[src/hw/rtl/rtpts_pkg.sv]
// Shared constants, types and functions for the RTP video timestamp generator.
package rtpts_pkg;

  // Configuration register indexes
  typedef enum logic [0:0] {
    REG_START_TS = 1'b0,
    REG_INIT_FI  = 1'b1
  } cfg_reg_t;

  // Tick conversion pipeline depth ahead of the state update
  localparam int NSTG = 6;

  // Frame interval after reset and the largest step learned as an interval
  localparam logic [31:0] FI_RESET   = 32'd3000;
  localparam logic [31:0] STEP_LIMIT = 32'd9000;

  // ticks = floor(floor(9*ns / 32) / 3125); 3125 is odd, so the quotient mod 2^32
  // is (N - N mod 3125) times the inverse of 3125 mod 2^32
  localparam logic [12:0] RES_MOD = 13'd3125;

  // Residues of the 16-bit chunk weights 2^16, 2^32, 2^48 mod 3125
  localparam logic [11:0] K1 = 12'(((64'd1) << 16) % 64'd3125);
  localparam logic [11:0] K2 = 12'(((64'd1) << 32) % 64'd3125);
  localparam logic [11:0] K3 = 12'(((64'd1) << 48) % 64'd3125);

  // Reciprocal of 3125 for residues below 2^29: estimate is exact or one low
  localparam int          RECIP_SH = 40;
  localparam logic [28:0] RECIP_M  = 29'(((64'd1) << RECIP_SH) / 64'd3125);

  // Inverse of an odd value mod 2^32 by Newton steps (precision doubles each step)
  function automatic logic [31:0] inv_mod32(input logic [31:0] a);
    logic [31:0] x;
    x = a;
    for (int i = 0; i < 4; i++) begin
      x = x * (32'd2 - a * x);
    end
    return x;
  endfunction

  localparam logic [31:0] INV_MOD = inv_mod32(32'd3125);

endpackage

[src/hw/rtl/rtp_video_timestamp_generator_top.sv]
// Top level of the RTP video timestamp generator: tick pipeline and timeline state.
//
// Usage:
//   Input channel (in_valid / in_stall) takes one word per encoded video unit:
//   generation number, PTS-present flag and PTS in nanoseconds. The result
//   channel (out_valid / out_stall) returns one 32-bit 90 kHz RTP timestamp
//   per input word, in order.
//   From acceptance to out_valid, six stages convert the PTS to ticks
//   (scale, residue sum, reciprocal multiply, residue estimate, residue
//   fix and subtract, inverse multiply), then the timeline state updates
//   as the word enters the output register. One word per cycle is sustained
//   while out_stall is low; the state update loops at the output register.
//   A stalled output holds its word; earlier stages keep filling bubbles, and
//   in_stall rises only when every stage and the output register hold a word
//   while the output is stalled.
//   Configuration (cfg_valid / cfg_ready, cfg_index, cfg_data) is always ready;
//   write it only while no word is in flight. Writing the initial frame
//   interval also loads the working frame interval.
//   Synchronous reset clears all words in flight and the timeline state, sets
//   the start timestamp to 0 and the frame interval to 3000 ticks.
module rtp_video_timestamp_generator_top (
  input  logic                        clk,
  input  logic                        rst_n,
  input  logic                        in_valid,
  output logic                        in_stall,
  input  logic [31:0]                 in_generation,
  input  logic                        in_has_pts,
  input  logic [63:0]                 in_pts_ns,
  output logic                        out_valid,
  input  logic                        out_stall,
  output logic [31:0]                 out_rtp_timestamp,
  input  logic                        cfg_valid,
  output logic                        cfg_ready,
  input  rtpts_pkg::cfg_reg_t         cfg_index,
  input  logic [31:0]                 cfg_data
);

  localparam int NSTG = rtpts_pkg::NSTG;

  // Pipeline control and carried fields
  logic [NSTG-1:0] v_r;
  logic [NSTG-1:0] rdy;
  logic            rdy_out;
  logic [31:0]     gen_r [NSTG];
  logic            has_r [NSTG];

  // Stage payloads
  logic [67:0] ns9;
  logic [62:0] n_r;
  logic [28:0] s_nxt, s_r, s2_r;
  logic [31:0] nlo1_r, nlo2_r, nlo3_r;
  logic [57:0] prod_r;
  logic [12:0] rest_nxt, rest_r, res_fix;
  logic [31:0] dsub_r, ticks_r;

  // Timeline state
  logic [31:0] start_ts_r;
  logic [31:0] fi_r, fi_nxt;
  logic [31:0] last_gen_r;
  logic        have_out_r;
  logic [31:0] last_out_r;
  logic        pvalid_r;
  logic [31:0] prev_ticks_r;
  logic [31:0] offset_r, offset_nxt;
  logic        out_valid_r;
  logic [31:0] out_ts_r, out_ts_nxt;

  logic        upd;
  logic        cfg_wr;
  logic        gen_chg;
  logic        pvalid_eff;
  logic        relearn;
  logic [31:0] base_ts;
  logic [31:0] step;

  assign cfg_ready         = 1'b1;
  assign cfg_wr            = cfg_valid && cfg_ready;
  assign out_valid         = out_valid_r;
  assign out_rtp_timestamp = out_ts_r;

  // Ready chain: a stage loads when it is empty or its successor moves on
  always_comb begin
    rdy_out      = !out_valid_r || !out_stall;
    rdy[NSTG-1]  = !v_r[NSTG-1] || rdy_out;
    for (int k = NSTG - 2; k >= 0; k--) begin
      rdy[k] = !v_r[k] || rdy[k+1];
    end
  end

  assign in_stall = !rdy[0];

  // Advance valid bits and carried fields
  always_ff @(posedge clk) begin
    if (!rst_n) begin
      v_r <= '0;
    end else begin
      if (rdy[0]) begin
        v_r[0] <= in_valid;
      end
      for (int k = 1; k < NSTG; k++) begin
        if (rdy[k]) begin
          v_r[k] <= v_r[k-1];
        end
      end
    end
  end

  always_ff @(posedge clk) begin
    if (rdy[0]) begin
      gen_r[0] <= in_generation;
      has_r[0] <= in_has_pts;
    end
    for (int k = 1; k < NSTG; k++) begin
      if (rdy[k]) begin
        gen_r[k] <= gen_r[k-1];
        has_r[k] <= has_r[k-1];
      end
    end
  end

  // Stage 0: scale by 9 and drop the power-of-two part of 100000
  assign ns9 = {4'd0, in_pts_ns} + {1'b0, in_pts_ns, 3'd0};

  always_ff @(posedge clk) begin
    if (rdy[0]) begin
      n_r <= ns9[67:5];
    end
  end

  // Stage 1: fold 16-bit chunks by their weights mod 3125
  assign s_nxt = 29'(n_r[15:0])
               + 29'(n_r[31:16]) * 29'(rtpts_pkg::K1)
               + 29'(n_r[47:32]) * 29'(rtpts_pkg::K2)
               + 29'(n_r[62:48]) * 29'(rtpts_pkg::K3);

  always_ff @(posedge clk) begin
    if (rdy[1]) begin
      s_r    <= s_nxt;
      nlo1_r <= n_r[31:0];
    end
  end

  // Stage 2: reciprocal multiply for the residue quotient
  always_ff @(posedge clk) begin
    if (rdy[2]) begin
      prod_r <= 58'(s_r) * 58'(rtpts_pkg::RECIP_M);
      s2_r   <= s_r;
      nlo2_r <= nlo1_r;
    end
  end

  // Stage 3: residue estimate, below twice the modulus
  assign rest_nxt = 13'(s2_r - 29'(prod_r[57:rtpts_pkg::RECIP_SH]) * 29'(rtpts_pkg::RES_MOD));

  always_ff @(posedge clk) begin
    if (rdy[3]) begin
      rest_r <= rest_nxt;
      nlo3_r <= nlo2_r;
    end
  end

  // Stage 4: fix the residue and remove it from the low word
  assign res_fix = (rest_r >= rtpts_pkg::RES_MOD) ? (rest_r - rtpts_pkg::RES_MOD) : rest_r;

  always_ff @(posedge clk) begin
    if (rdy[4]) begin
      dsub_r <= nlo3_r - {19'd0, res_fix};
    end
  end

  // Stage 5: exact division by 3125 via the modular inverse
  always_ff @(posedge clk) begin
    if (rdy[5]) begin
      ticks_r <= dsub_r * rtpts_pkg::INV_MOD;
    end
  end

  // Timeline update for the word entering the output register
  assign upd        = rdy_out && v_r[NSTG-1];
  assign gen_chg    = have_out_r && (gen_r[NSTG-1] != last_gen_r);
  assign pvalid_eff = pvalid_r && !gen_chg;
  assign base_ts    = have_out_r ? (last_out_r + fi_r) : start_ts_r;
  assign relearn    = have_out_r && !pvalid_eff;
  assign step       = ticks_r - prev_ticks_r;

  always_comb begin
    offset_nxt = offset_r;
    fi_nxt     = fi_r;
    out_ts_nxt = base_ts;
    if (has_r[NSTG-1]) begin
      if (relearn) begin
        offset_nxt = base_ts - ticks_r;
        out_ts_nxt = base_ts;
      end else begin
        if (pvalid_eff && (step != 32'd0) && (step <= rtpts_pkg::STEP_LIMIT)) begin
          fi_nxt = step;
        end
        out_ts_nxt = ticks_r + offset_r;
      end
    end
  end

  // Hold timeline state; take configuration writes
  always_ff @(posedge clk) begin
    if (!rst_n) begin
      start_ts_r   <= '0;
      fi_r         <= rtpts_pkg::FI_RESET;
      last_gen_r   <= '0;
      have_out_r   <= 1'b0;
      last_out_r   <= '0;
      pvalid_r     <= 1'b0;
      prev_ticks_r <= '0;
      offset_r     <= '0;
    end else if (cfg_wr) begin
      unique case (cfg_index)
        rtpts_pkg::REG_START_TS: start_ts_r <= cfg_data;
        rtpts_pkg::REG_INIT_FI:  fi_r       <= cfg_data;
        default: ;
      endcase
    end else if (upd) begin
      last_gen_r <= gen_r[NSTG-1];
      have_out_r <= 1'b1;
      last_out_r <= out_ts_nxt;
      offset_r   <= offset_nxt;
      fi_r       <= fi_nxt;
      if (has_r[NSTG-1]) begin
        prev_ticks_r <= ticks_r;
        pvalid_r     <= 1'b1;
      end else begin
        pvalid_r     <= pvalid_eff;
      end
    end
  end

  // Output register
  always_ff @(posedge clk) begin
    if (!rst_n) begin
      out_valid_r <= 1'b0;
    end else if (rdy_out) begin
      out_valid_r <= v_r[NSTG-1];
    end
  end

  always_ff @(posedge clk) begin
    if (upd) begin
      out_ts_r <= out_ts_nxt;
    end
  end

  // An accepted word always lands in the first stage
  a_accept_loads: assert property (@(posedge clk) disable iff (!rst_n)
    (in_valid && !in_stall) |=> v_r[0])
    else $error("accepted word did not enter the first stage");

  // Input is never stalled while the first stage is free
  a_no_false_stall: assert property (@(posedge clk) disable iff (!rst_n)
    !v_r[0] |-> !in_stall)
    else $error("input stalled with an empty first stage");

  // Learned frame interval stays within the step window
  a_fi_window: assert property (@(posedge clk) disable iff (!rst_n)
    ($past(rst_n) && !$stable(fi_r) && !$past(cfg_wr))
      |-> (fi_r != 32'd0 && fi_r <= rtpts_pkg::STEP_LIMIT))
    else $error("frame interval learned outside the step window");

  // A delivered PTS word leaves a remembered PTS behind
  a_pts_kept: assert property (@(posedge clk) disable iff (!rst_n)
    (upd && has_r[NSTG-1] && !cfg_wr) |=> pvalid_r)
    else $error("PTS word did not set the previous-PTS flag");

endmodule
[config.mk]
export PLATFORM = sky130hd
export DESIGN_NAME = rtp_video_timestamp_generator_top
export DESIGN_NICKNAME = d
export VERILOG_FILES = /design/src/hw/rtl/rtpts_pkg.sv /design/src/hw/rtl/rtp_video_timestamp_generator_top.sv
export SDC_FILE = /design/constraint.sdc
export NUM_CORES = 2
export LEC_CHECK = 0
export ABC_CLOCK_PERIOD_IN_PS = 26600
export BUFFER_PORTS_ARGS = -buffer_cell sky130_fd_sc_hd__buf_2
export CAP_MARGIN = 0
export CORE_ASPECT_RATIO = 0.5
export CORE_MARGIN = 4
export CORE_UTILIZATION = 35
export CTS_CLUSTER_SIZE = 12
export DETAILED_ROUTE_END_ITERATION = 16
export SETUP_SLACK_MARGIN = 0.2
export SYNTH_ARGS = -nofsm -noshare
export SYNTH_HDL_FRONTEND = slang
export SYNTH_SLANG_ARGS = --single-unit
export TNS_END_PERCENT = 30
[constraint.sdc]
create_clock -name clk -period 26.6 [get_ports clk]
set_input_delay 7.98 -clock clk [delete_from_list [all_inputs] [get_ports clk]]
set_output_delay 7.98 -clock clk [all_outputs]
set_load 0.1 [all_outputs]
== After elaboration in Yosys (flattened, before gate mapping) ==
Memory sizes are Yosys's and may differ from the RTL's.
Cells that the tools add are included.
Storage, ports and cells
  bits in registers: 566
  bits in writable memories: 198
  input bits: 135
  output and inout port bits: 35
  word-level logic and storage cells: 108
  memories kept: 2
Memory list
  gen_r: depth 6, bits a word 32, read ports 6, clocked after Yosys merged registers in 0, wr ports 6, RTL line rtp_video_timestamp_generator_top.sv:44  | logic [31:0] gen_r [NSTG];
  has_r: depth 6, bits a word 1, read ports 6, clocked after Yosys merged registers in 0, wr ports 6, RTL line rtp_video_timestamp_generator_top.sv:45  | logic has_r [NSTG];
Cells by class
  $add $sub $neg: 11
  multiply operators: 6
  order comparisons: 2
  equal/unequal tests: 3
  mux-type cells: 23
  bitwise operators: 2
  reductions and logical operators: 33
Operator list (count)
  two-way mux 32 bit: 9
  adder 64 x 67 -> 68 bit: 1
  adder 32 bit: 2
  subtractor 32 bit: 2
  multiplier 29 x 26 -> 55 bit, second input constant: 1
  <= comparator 32 x 14 -> 1 bit, second input constant: 1
  multiplier 32 x 28 -> 32 bit, second input constant: 1
  != test 32 bit: 1
  nonzero test 32 bit: 1
  subtractor 32 x 13 -> 32 bit: 1
  adder 16 x 28 -> 29 bit: 1
  adder 29 x 26 -> 29 bit: 1
  adder 29 x 27 -> 29 bit: 1
  multiplier 16 x 11 -> 27 bit, second input constant: 1
  multiplier 15 x 11 -> 26 bit, second input constant: 1
  multiplier 16 x 10 -> 26 bit, second input constant: 1
  multiplier 18 x 12 -> 13 bit, second input constant: 1
  greater-or-equal comparator 13 x 12 -> 1 bit, second input constant: 1
  two-way mux 1 bit: 13
  two-way mux 13 bit: 1
  subtractor 13 x 12 -> 13 bit, second input constant: 1
  subtractor 13 bit: 1
  logical NOT 1 bit: 11
  logical OR 1 bit: 7
  9 further kinds: 18

== Depth between registers and ports, before layout ==
An unclocked memory read counts as a cell.
  word-level depth: 12
  mapped depth: 36
  depth with buffers taken out: 36

== Least setup slack after synthesis ==
Ideal clock, no wire load.
  path type: input to output
  start: in out_stall
  end: out in_stall
  arrival: 11920 ps
  data required time: 18620 ps
  slack: 6700 ps
  stages: 5
  buffers on the path: 0
  cells stage by stage: and3_1 -> and3_1 -> and3_1 -> nand2_1 -> inv_1
Between the ends
  longest elaborated chain between the ends: 9
Ends and longest elaborated chain
  from (decl): RTL line rtp_video_timestamp_generator_top.sv:30  | input logic out_stall,
  logical NOT 1 bit: RTL line rtp_video_timestamp_generator_top.sv:83  | rdy_out = !out_valid_r || !out_stall;
  logical OR 1 bit: RTL line rtp_video_timestamp_generator_top.sv:83
  logical OR 1 bit: RTL line rtp_video_timestamp_generator_top.sv:84  | rdy[NSTG-1] = !v_r[NSTG-1] || rdy_out;
  logical OR 1 bit (5 in a row): RTL line rtp_video_timestamp_generator_top.sv:86  | rdy[k] = !v_r[k] || rdy[k+1];
  logical NOT 1 bit: RTL line rtp_video_timestamp_generator_top.sv:90  | assign in_stall = !rdy[0];
  to (decl): RTL line rtp_video_timestamp_generator_top.sv:25  | output logic in_stall,
Every way passes these cells.

== Final worst setup path ==
Ends and elaborated chain as after synthesis.

==> out/metrics.cfg <==
[outcome]
status=complete, no violations

[setup_path]
worstSetupPathType=input pin to output pin
required_ns=18.62
worst_setup_path_end_kind=output pin
arrival_ns=9.83
start_kind=input pin
crit_fanout=23

[global_route]
grt_pass1_vias=45400
grt_overflow=0
grt.total_usage=0.154
grt_pass1_wl_mm=248
grt_max_degree=89
antenna_found_initial=0

[die]
io_pins=170
die_w_um=630
initial_core_util=0.355
die_height_um=319
core_sq_mm=0.191
placementRows=113
die-area_sq_mm=0.201

[synth]
synth_xor_area_frac=0.0460
synthFlopType=edfxtp_1
ys_warn_count=0
synth-simple-area-share=0.0758
syn_inst=6512
avgSynthCellArea_sq_um=10.4
ys_types=91
synth_mux_area_frac=0.00868
synth_async_sr_flop_share=0
yosysSeqAreaShare=0.290
synth_top_family_by_area=adder cells
ys_seq_elements=722
syn_area_sq_mm=0.0678
synth_compound_area_frac=0.0973
synth_edf_count=521
synth_fa_ha_area_frac=0.397
synth_nets=8353

[cts]
h-tree-depth=3
holdBufCountCts=0
clkSinkCount=722
post_cts_resize_count=0
clock_path_buffers=3
cts_setup_buffers=0
cts_tree=built
cts_buffers=77
clk_pin_slew_ns=0.06
root_buffer=clkbuf_16
clk_latency_ns=0.69

[detailed_routing]
drt_first_pass_iters=5
detail_route.wl_per_cell_um=16.5
drt_drc_violations_left=0
drt-total-wl_mm=153
avgViaCountPerCell=4.75
first_iter_violations=2125
vias=44200
ant_nets=0

[timing]
fin_tns_setup_ns=0
finClkSkew_ns=0.0333
tightestPinTransition_ns=1.16
fin_crit_ns=17.81
finalCritPeriodShare=0.670
fin_hold_ws_ns=0.402
max_freq_ghz=0.0561
finalMaxSlewViolations=0
setup_viol=0
hold_viol_final=0
rsz0062_at_grt=no
slew_headroom=0.228

[placed_design]
portBuffers=168
gp_congestion=0.904
hpwlAfterDp_mm=126

[job]
maxCapViolCount=0

[worst_hold_path]
hp-class=flop to flop

[final_layout]
syn2layout_area_growth_pct=9.20
drive_gt1_frac=0.0558
fin_nets=8510
fillCellCount=18800

[cells by family after synthesis]
| kind of cell | after synthesis |
|---|---|
| AND/OR/NAND/NOR | 1099 |
| buffers and inverters | 1533 |
| XOR/XNOR | 356 |
| multiplexers | 55 |
| other | 1 |
| flip-flops | 722 |
| AO/OA/AOI/OAI | 1040 |
| adder cells (fa/ha/maj) | 1706 |
[metal layers]
layer / vias to the layer above / part of all wire / GRT usage
li1: 21800 / - / -
met5: - / 0 / 0
met4: 0 / 0.024 / 0.0351
met3: 171 / 0.032 / 0.0159
met1: 21600 / 0.47 / 0.211
met2: 638 / 0.48 / 0.262
[final cells by class]
cell class / instances / area [sq um] / area share
diodes: 1 / 2.50 / 0.0000338
well taps: 2587 / 3240 / 0.0437
inverters: 1421 / 5340 / 0.0721
flip-flops and latches: 722 / 19700 / 0.266
repair buffers: 190 / 1010 / 0.0136
multi-input cells: 4257 / 42400 / 0.573
clock buffers: 104 / 2050 / 0.0277
clock inverters: 27 / 325 / 0.00440
[synth_stat cells (96+ instances only)]
cell,number,area share
inv_1,1421,0.079
ha_1,969,0.18
fa_1,737,0.22
edfxtp_1,521,0.23
nand2_1,441,0.024
a21oi_1,384,0.028
nor2_1,241,0.013
xnor2_1,216,0.028
dfxtp_1,201,0.059
o21ai_0,166,0.012
xor2_1,140,0.018
a21o_1,117,0.013
clkbuf_1,96,0.0053
[worst max-delay path, stage by stage]
cell and delay, ns:
buf_2 0.12, and3_1 0.27, and3_1 0.32, and3_1 0.33, nand2_4 0.23, inv_1 0.13
buf_2 0.43
[final timing paths]
kind / start / slack, ns / cells after the start / end
worst max-delay path: out_stall / 8.79 / 7 / in_stall
worst min-delay path: gen_r[0][5]$_DFFE_PN_ / 0.40 / 0 / gen_r[1][5]$_DFFE_PP_
worst max register to register: n_r[18]$_DFFE_PN_ / 16.97 / 36 / s_r[27]$_DFFE_PP_
worst min register to register: gen_r[0][5]$_DFFE_PN_ / 0.40 / 0 / gen_r[1][5]$_DFFE_PP_
[registers in the layout, summed over array words and instances (netlist names)]
signal	count
prev_ticks_r	32
has_r	6
last_out_r	32
nlo3_r	32
offset_r	32
rest_r	13
gen_r	192
dsub_r	32
out_valid	1
ticks_r	32
have_out_r	1
start_ts_r	32
last_gen_r	32
nlo2_r	32
out_rtp_timestamp	32
n_r	63
s_r	29
s2_r	13
v_r	6
nlo1_r	32
fi_r	32
prod_r	13
pvalid_r	1
[stage by stage]
stage | utilization | area, sq um | instances | setup WS (ns)
after global routing | 0.387 | 74000 | 9308 | 8.64
final | 0.387 | 74000 | 9309 | 8.79
after global placement | 0.375 | 71600 | 9177 | 8.81
after CTS | 0.387 | 74000 | 9308 | 8.77
after detailed placement | 0.375 | 71600 | 9177 | 8.80
after floorplan | - | 67800 | 6512 | 6.70
[placed cells by master, fill, tap and decap left out, drive strengths merged, types with 39 or more instances in the layout]
cell type	count
a211oi	49
a21o	117
a21oi	387
buf	190
clkbuf	104
dfxtp	201
edfxtp	521
fa	737
ha	969
inv	1427
nand2	442
nand2b	44
nand3	52
nand4	39
nor2	242
nor2b	41
nor3	87
o21a	56
o21ai	184
xnor2	216
xor2	140
Power is left out: the tool's default activity adds up to more than one toggle a clock period on the data nets, which glitch-free logic cannot reach.
